--- config.mk ---
export PLATFORM = sky130hd
export DESIGN_NAME = sorted_sequence_merge_top
export DESIGN_NICKNAME = d
export VERILOG_FILES = /design/src/rtl/ssm_pkg.sv /design/src/rtl/ssm_ram.sv /design/src/rtl/ssm_cmp.sv /design/src/rtl/ssm_ctl.sv /design/src/rtl/sorted_sequence_merge_top.sv
export SDC_FILE = /design/constraint.sdc
export NUM_CORES = 2
export LEC_CHECK = 0
export ABC_AREA = 1
export BUFFER_PORTS_ARGS = -buffer_cell sky130_fd_sc_hd__buf_2
export CAP_MARGIN = 20
export CELL_PAD_IN_SITES_DETAIL_PLACEMENT = 2
export CELL_PAD_IN_SITES_GLOBAL_PLACEMENT = 2
export CORE_ASPECT_RATIO = 1.4
export CORE_UTILIZATION = 45
export DETAILED_ROUTE_END_ITERATION = 8
export PLACE_DENSITY_LB_ADDON = 0.1
export SYNTH_ARGS = -nofsm -noshare
export SYNTH_HDL_FRONTEND = slang
export SYNTH_SLANG_ARGS = --single-unit
--- constraint.sdc ---
create_clock -name clk -period 4.7 [get_ports clk]
set_clock_uncertainty 0.2 [all_clocks]
set_input_delay 0.94 -clock clk [delete_from_list [all_inputs] [get_ports clk]]
set_output_delay 0.94 -clock clk [all_outputs]
set_load 0.1 [all_outputs]
--- src/rtl/ssm_pkg.sv ---
// ---------------------------------------------------------------------------
// ssm_pkg: shared types and constants for the sorted sequence merge block
// Holds the store depth, index widths, command codes and beat structs.
// ---------------------------------------------------------------------------
package ssm_pkg;

	// Number of elements each store can hold.
	localparam int DEPTH = 32;
	// Bits needed to address one store entry.
	localparam int IDX_W = (DEPTH > 1) ? $clog2(DEPTH) : 1;
	// Bits needed to count from zero up to DEPTH inclusive.
	localparam int CNT_W = $clog2(DEPTH + 1);
	localparam int DATA_W = 32;

	localparam logic [1:0] FUNC_PUSH_A = 2'd0;
	localparam logic [1:0] FUNC_PUSH_B = 2'd1;
	localparam logic [1:0] FUNC_MERGE  = 2'd2;

	typedef struct packed {
		logic [1:0]               func;
		logic signed [DATA_W-1:0] value;
	} ssm_in_t;

	typedef struct packed {
		logic signed [DATA_W-1:0] value_res;
		logic                     from_second;
		logic                     last;
	} ssm_out_t;

	// Decision of the head comparator for one merge step.
	typedef struct packed {
		logic                     take_second;
		logic signed [DATA_W-1:0] value;
	} ssm_pick_t;

endpackage

--- src/rtl/ssm_ram.sv ---
// ---------------------------------------------------------------------------
// ssm_ram: generic single-write, single-read memory
// One write port and one read port with registered read data.
// ---------------------------------------------------------------------------
module ssm_ram #(
	parameter int WIDTH = 32,
	parameter int DEPTH = 32
) (
	input  logic                                     clk,
	input  logic                                     we,
	input  logic [((DEPTH > 1) ? $clog2(DEPTH) : 1)-1:0] waddr,
	input  logic [WIDTH-1:0]                         wdata,
	input  logic [((DEPTH > 1) ? $clog2(DEPTH) : 1)-1:0] raddr,
	output logic [WIDTH-1:0]                         rdata
);

	logic [WIDTH-1:0] mem_q [DEPTH];
	logic [WIDTH-1:0] rdata_q;

	always_ff @(posedge clk) begin
		if (we) begin
			mem_q[waddr] <= wdata;
		end
		rdata_q <= mem_q[raddr];
	end

	assign rdata = rdata_q;

endmodule

--- src/rtl/ssm_cmp.sv ---
// ---------------------------------------------------------------------------
// ssm_cmp: head comparator of the merge
// Picks the smaller head, favoring the first sequence on a tie.
// ---------------------------------------------------------------------------
module ssm_cmp (
	input  logic                             a_done,
	input  logic                             b_done,
	input  logic signed [ssm_pkg::DATA_W-1:0] head_a,
	input  logic signed [ssm_pkg::DATA_W-1:0] head_b,
	output ssm_pkg::ssm_pick_t               pick
);
	import ssm_pkg::*;

	// An exhausted first sequence forces the second; otherwise the second
	// wins only when strictly smaller, which keeps the merge stable.
	always_comb begin
		pick.take_second = a_done | (~b_done & (head_a > head_b));
		pick.value       = pick.take_second ? head_b : head_a;
	end

endmodule

--- src/rtl/ssm_ctl.sv ---
// ---------------------------------------------------------------------------
// ssm_ctl: load and merge sequencer
// Tracks the fill counts, drives the store ports and steps the merge.
// ---------------------------------------------------------------------------
module ssm_ctl (
	input  logic                              clk,
	input  logic                              arst_n,
	input  logic                              start,
	input  ssm_pkg::ssm_in_t                  cmd,
	output logic                              busy,
	output logic                              we_a,
	output logic                              we_b,
	output logic [ssm_pkg::IDX_W-1:0]         waddr_a,
	output logic [ssm_pkg::IDX_W-1:0]         waddr_b,
	output logic [ssm_pkg::DATA_W-1:0]        wdata,
	output logic [ssm_pkg::IDX_W-1:0]         raddr_a,
	output logic [ssm_pkg::IDX_W-1:0]         raddr_b,
	input  logic [ssm_pkg::DATA_W-1:0]        rdata_a,
	input  logic [ssm_pkg::DATA_W-1:0]        rdata_b,
	output logic                              res_valid,
	output ssm_pkg::ssm_out_t                 res
);
	import ssm_pkg::*;

	localparam logic ST_IDLE  = 1'b0;
	localparam logic ST_MERGE = 1'b1;

	logic             state_q;
	logic [CNT_W-1:0] cnt_a_q;
	logic [CNT_W-1:0] cnt_b_q;
	logic [CNT_W-1:0] i_q;
	logic [CNT_W-1:0] j_q;
	logic [CNT_W-1:0] i_nxt;
	logic [CNT_W-1:0] j_nxt;
	logic             res_valid_q;
	ssm_out_t         res_q;
	logic             accept;
	logic             merging;
	logic             a_done;
	logic             b_done;
	logic             last_step;
	ssm_pick_t        pick;

	assign busy    = (state_q == ST_MERGE);
	assign merging = busy;
	assign accept  = start & ~busy;

	assign we_a    = accept && (cmd.func == FUNC_PUSH_A) && (cnt_a_q < CNT_W'(DEPTH));
	assign we_b    = accept && (cmd.func == FUNC_PUSH_B) && (cnt_b_q < CNT_W'(DEPTH));
	assign waddr_a = cnt_a_q[IDX_W-1:0];
	assign waddr_b = cnt_b_q[IDX_W-1:0];
	assign wdata   = cmd.value;

	assign a_done = (i_q == cnt_a_q);
	assign b_done = (j_q == cnt_b_q);

	ssm_cmp u_cmp (
		.a_done (a_done),
		.b_done (b_done),
		.head_a (rdata_a),
		.head_b (rdata_b),
		.pick   (pick)
	);

	assign i_nxt = i_q + CNT_W'(merging & ~pick.take_second);
	assign j_nxt = j_q + CNT_W'(merging &  pick.take_second);
	assign last_step = (i_nxt == cnt_a_q) && (j_nxt == cnt_b_q);

	// Look one element ahead so the next head is ready on the next cycle.
	assign raddr_a = merging ? i_nxt[IDX_W-1:0] : '0;
	assign raddr_b = merging ? j_nxt[IDX_W-1:0] : '0;

	always_ff @(posedge clk or negedge arst_n) begin
		if (!arst_n) begin
			state_q     <= ST_IDLE;
			cnt_a_q     <= '0;
			cnt_b_q     <= '0;
			i_q         <= '0;
			j_q         <= '0;
			res_valid_q <= 1'b0;
		end else begin
			res_valid_q <= 1'b0;
			unique case (state_q)
				ST_IDLE: begin
					if (we_a) begin
						cnt_a_q <= cnt_a_q + CNT_W'(1);
					end
					if (we_b) begin
						cnt_b_q <= cnt_b_q + CNT_W'(1);
					end
					if (accept && (cmd.func == FUNC_MERGE) &&
					    ((cnt_a_q != '0) || (cnt_b_q != '0))) begin
						state_q <= ST_MERGE;
						i_q     <= '0;
						j_q     <= '0;
					end
				end
				ST_MERGE: begin
					res_valid_q <= 1'b1;
					i_q         <= i_nxt;
					j_q         <= j_nxt;
					if (last_step) begin
						state_q <= ST_IDLE;
						cnt_a_q <= '0;
						cnt_b_q <= '0;
					end
				end
				default: begin
					state_q <= ST_IDLE;
				end
			endcase
		end
	end

	always_ff @(posedge clk) begin
		if (merging) begin
			res_q.value_res   <= pick.value;
			res_q.from_second <= pick.take_second;
			res_q.last        <= last_step;
		end
	end

	assign res_valid = res_valid_q;
	assign res       = res_q;

endmodule

--- src/rtl/sorted_sequence_merge_top.sv ---
// ---------------------------------------------------------------------------
// sorted_sequence_merge_top: stable merge of two ascending sequences
// Loads two stores of signed 32-bit elements and streams their merge.
// ---------------------------------------------------------------------------
// A command beat is taken on a rising edge with start high and busy low.
// A push (func 0 or 1) appends cmd.value to the first or second store; a
// push to a full store is dropped. A merge (func 2) raises busy from the
// next cycle and then emits one result beat per clock cycle, one for every
// stored element; busy stays high until the last element is taken. Each
// beat is registered and appears in the cycle after its step, for exactly
// one cycle with res_valid high. The receiver cannot stall them and must
// take every beat as it comes. That rate of one element per cycle is set by
// the single shared head comparator and the registered read port of each
// store, which fetches the next head while the current one is compared.
// The final beat of a merge carries res.last, and both stores are then
// empty again. A merge with both stores empty gives no beat and leaves busy
// low. The stores need no clearing pass after reset: only entries below the
// fill counts are ever used.
// ---------------------------------------------------------------------------
module sorted_sequence_merge_top (
	input  logic              clk,
	input  logic              arst_n,
	input  logic              start,
	output logic              busy,
	input  ssm_pkg::ssm_in_t  cmd,
	output logic              res_valid,
	output ssm_pkg::ssm_out_t res
);
	import ssm_pkg::*;

	logic              we_a;
	logic              we_b;
	logic [IDX_W-1:0]  waddr_a;
	logic [IDX_W-1:0]  waddr_b;
	logic [DATA_W-1:0] wdata;
	logic [IDX_W-1:0]  raddr_a;
	logic [IDX_W-1:0]  raddr_b;
	logic [DATA_W-1:0] rdata_a;
	logic [DATA_W-1:0] rdata_b;

	// The sequencer owns the fill counts, the merge indexes and the output
	// register; the two stores only hold the elements.
	ssm_ctl u_ctl (
		.clk       (clk),
		.arst_n    (arst_n),
		.start     (start),
		.cmd       (cmd),
		.busy      (busy),
		.we_a      (we_a),
		.we_b      (we_b),
		.waddr_a   (waddr_a),
		.waddr_b   (waddr_b),
		.wdata     (wdata),
		.raddr_a   (raddr_a),
		.raddr_b   (raddr_b),
		.rdata_a   (rdata_a),
		.rdata_b   (rdata_b),
		.res_valid (res_valid),
		.res       (res)
	);

	// Store of the first sequence.
	ssm_ram #(
		.WIDTH (DATA_W),
		.DEPTH (DEPTH)
	) u_store_a (
		.clk   (clk),
		.we    (we_a),
		.waddr (waddr_a),
		.wdata (wdata),
		.raddr (raddr_a),
		.rdata (rdata_a)
	);

	// Store of the second sequence.
	ssm_ram #(
		.WIDTH (DATA_W),
		.DEPTH (DEPTH)
	) u_store_b (
		.clk   (clk),
		.we    (we_b),
		.waddr (waddr_b),
		.wdata (wdata),
		.raddr (raddr_b),
		.rdata (rdata_b)
	);

endmodule

==> flow_summary.toml <==
[status]
status = "finished with violations"
violations = "setup timing"

[cts]
insertion_delay_ns = 0.87
clk_path_buf_depth = 3
clock-sinks = 2172
htreeDepth = 4
cts_made_buffers = 209
tritoncts = "done"
clk_transition_reported_paths_ns = 0.06
ctsRootBufferMaster = "clkbuf_16"

[yosys]
syn-mean-instance-area_um2 = 13.1
synth_top_cell_by_area = "edfxtp_1"
yosysTopAreaCellShare = 0.723
ys.flop_type = "edfxtp_1"
synth_edf_count = 2082
syn_nets = 6684
yosysSeqAreaShare = 0.745
ys_ff_latch = 2172
netlist_area_um2 = 86500
synth_warnings = 0
synth-async-reset-ratio = 0.0120
synthTopCellsByArea = "edfxtp_1, nor2_1, o21ai_0"
synth.distinct_cells = 46
syn_inst = 6603

[pwr]
p_per_area_nw_per_um2 = 381
leakage_nw = 35.3
max-vdd-ir-drop_uv = 371

[sta]
worst_pin_slew_ns = 1.24
layout_min_cycle_time_ns = 4.76
rsz0062_at_grt = "true"
timing.fmax_ghz = 0.210
maxSlewViolCount = 0
relSlewSlack = 0.171
hold_viol = 0
post-route-period-util = 1.01
setup_viol = 5
layout_setup_ws_ns = -0.0593

[layout]
layout_common_cells = "edfxtp_1, nor2_1, o21ai_0, buf_4, nand2_1"
area_growth_pct = 19.4
nets = 7159
final_common_cell = "edfxtp_1"
drive_gt1_frac = 0.173
design_area_um2 = 103000

[place]
post_dp_cell_area_um2 = 94700
gp_congestion = 0.851
port_buffers = 72
dp_slack_ns = -0.575
dp_hpwl_mm = 211

[floorplan]
fp.dieW_um = 373
die_y_um = 521
num_rows = 190
start_util = 0.453
ios = 73
core_area_um2 = 191000
dieArea_um2 = 194000

[setup_path]
critical_path_class = "flop to flop"
slowest_delay_ns = 0.40
critPathLaunchType = "flop"
cp_max_fo = 12
crit_slowest_cell = "dfxtp_4"
crit_buf_inv = 8
crit_family = "simple AND/OR/NAND/NOR gates"
required_ns = 5.23
end_kind = "flop"
cp.arrival_ns = 5.29

[drt]
viasPerCell = 6.36
ant_nets = 0
drt_pass1_iterations = 6
vias = 62100
postRouteWirelength_mm = 355
drtIter0Drc = 5817
wire_per_inst_um = 36.4
drc_errors = 0

[grt]
grt_max_degree = 73
grt_overflow = 0
grt_pass1_wl_mm = 498
grt_pass1_vias = 67900
antenna_found_initial = 30
grtUsageTotal = 0.361

[run]
cap_violations = 0

[worst_hold_path]
hold_class = "input port to flop"
-- stage by stage --
| step | power [mW] | instances | util | TNS (ns) | hold WS (ns) |
|---|---|---|---|---|---|
| after CTS | 39.4 | 9741 | 0.537 | -0.00126 | 0.168 |
| after global routing | 40.0 | 9760 | 0.540 | -3.75 | 0.208 |
| final | 39.4 | 9766 | 0.540 | -0.100 | 0.207 |
| after global placement | 22.0 | 9308 | 0.495 | -4.54 | 0.272 |
| after floorplan | 21.6 | 6603 | - | 0 | 0.253 |
| after detailed placement | 22.0 | 9311 | 0.495 | -13.86 | 0.281 |
-- timing repair --
| action | CTS | global route |
|---|---|---|
| hold buffers | 1 | 0 |
| setup buffers | 28 | 5 |
| gates cloned | 10 | 6 |
| endpoints found under the setup margin | 78 | 76 |
| hold endpoints to repair | 26 | 0 |
| resized for setup | 105 | 152 |
| pin swaps | 16 | 45 |
-- state kept, by name, indices dropped and copies added, names as in the netlist --
| register | flops |
|---|---|
| u_ctl.busy | 1 |
| u_ctl.cnt_a_q | 6 |
| u_ctl.res | 34 |
| u_ctl.j_q | 6 |
| u_ctl.res_valid | 1 |
| u_ctl.i_q | 6 |
| u_store_a.mem_q | 1024 |
| u_store_b.rdata | 32 |
| u_ctl.cnt_b_q | 6 |
| u_store_a.rdata | 32 |
| u_store_b.mem_q | 1024 |
-- worst paths after layout --
path,from,endpoint,slack [ns],cells after the start
max,u_store_b.rdata[22],u_store_a.rdata[15],-0.06,28
min,cmd[17],u_store_b.mem_q[19][17],0.21,1
max reg2reg,u_store_b.rdata[22],u_store_a.rdata[15],-0.06,28
min reg2reg,u_ctl.j_q[5],u_ctl.j_q[5],0.30,1
max in group asynchronous,arst_n,u_ctl.busy,2.96,2
min in group asynchronous,arst_n,u_ctl.j_q[4],0.69,2
-- routing by layer --
layer | track usage | vias up | routed length (µm)
met5 | 0 | - | 80
met4 | 0.169 | 14 | 17600
met3 | 0.0538 | 764 | 22500
met2 | 0.634 | 2671 | 183000
met1 | 0.434 | 33300 | 132000
li1 | - | 25300 | -
-- cell families (layout without fill, tap and decap cells) --
| family | after synthesis | count (layout) | synth area share |
|---|---|---|---|
| AND/OR/NAND/NOR | 2333 | 2336 | 0.105 |
| flip-flops | 2172 | 2172 | 0.745 |
| buffers and inverters | 519 | 1172 | 0.0278 |
| multiplexers | 88 | 88 | 0.0102 |
| other | 0 | 11 | 0 |
| XOR/XNOR | 28 | 28 | 0.00292 |
| adder cells (fa/ha/maj) | 44 | 44 | 0.00636 |
| AO/OA/AOI/OAI | 1419 | 1419 | 0.103 |
-- power by group --
group / switching [mW] / internal, mW / total (mW) / leakage, nW
clock network: 7.84 / 9.89 / 17.7 / 3.41
logic: 0.421 / 0.0420 / 0.463 / 12.3
registers: 0 / 21.2 / 21.2 / 19.6
total: 8.26 / 31.1 / 39.4 / 35.3
-- synth_stat cells (all sizes together) (6+ instances only) --
cell	number
o311ai	167
mux2i	88
nor2	1714
dfxtp	64
inv	78
or2	35
o22ai	179
dfrtp	26
nand2	477
o32ai	102
ha	44
edfxtp	2082
a21oi	106
o211ai	166
nand4	10
clkbuf	233
buf	207
xor2	22
nand3	91
xnor2	6
o31ai	66
o21ai	629
-- worst reg2reg max path, delay by kind of cell, from the launching register on --
| kind | cells | cell delay [ns] |
|---|---|---|
| buf+inv | 8 | 1.08 |
| fa+ha+maj | 2 | 0.52 |
| simple gates | 15 | 2.01 |
| flops | 1 | 0.40 |
| compound gates | 3 | 0.42 |
-- layout make-up --
| type | count | area, µm² |
|---|---|---|
| Antenna cell | 11 | 27.5 |
| Clock buffer | 293 | 5840 |
| Clock inverter | 99 | 1120 |
| Fill cell | 17500 | 87800 |
| Inverter | 79 | 369 |
| Multi-Input combinational cell | 3915 | 20900 |
| Sequential cell | 2172 | 64500 |
| Tap cell | 2496 | 3120 |
| Timing Repair Buffer | 700 | 7460 |
| Timing Repair inverter | 1 | 8.76 |
Power figures use the tool's default switching activity.
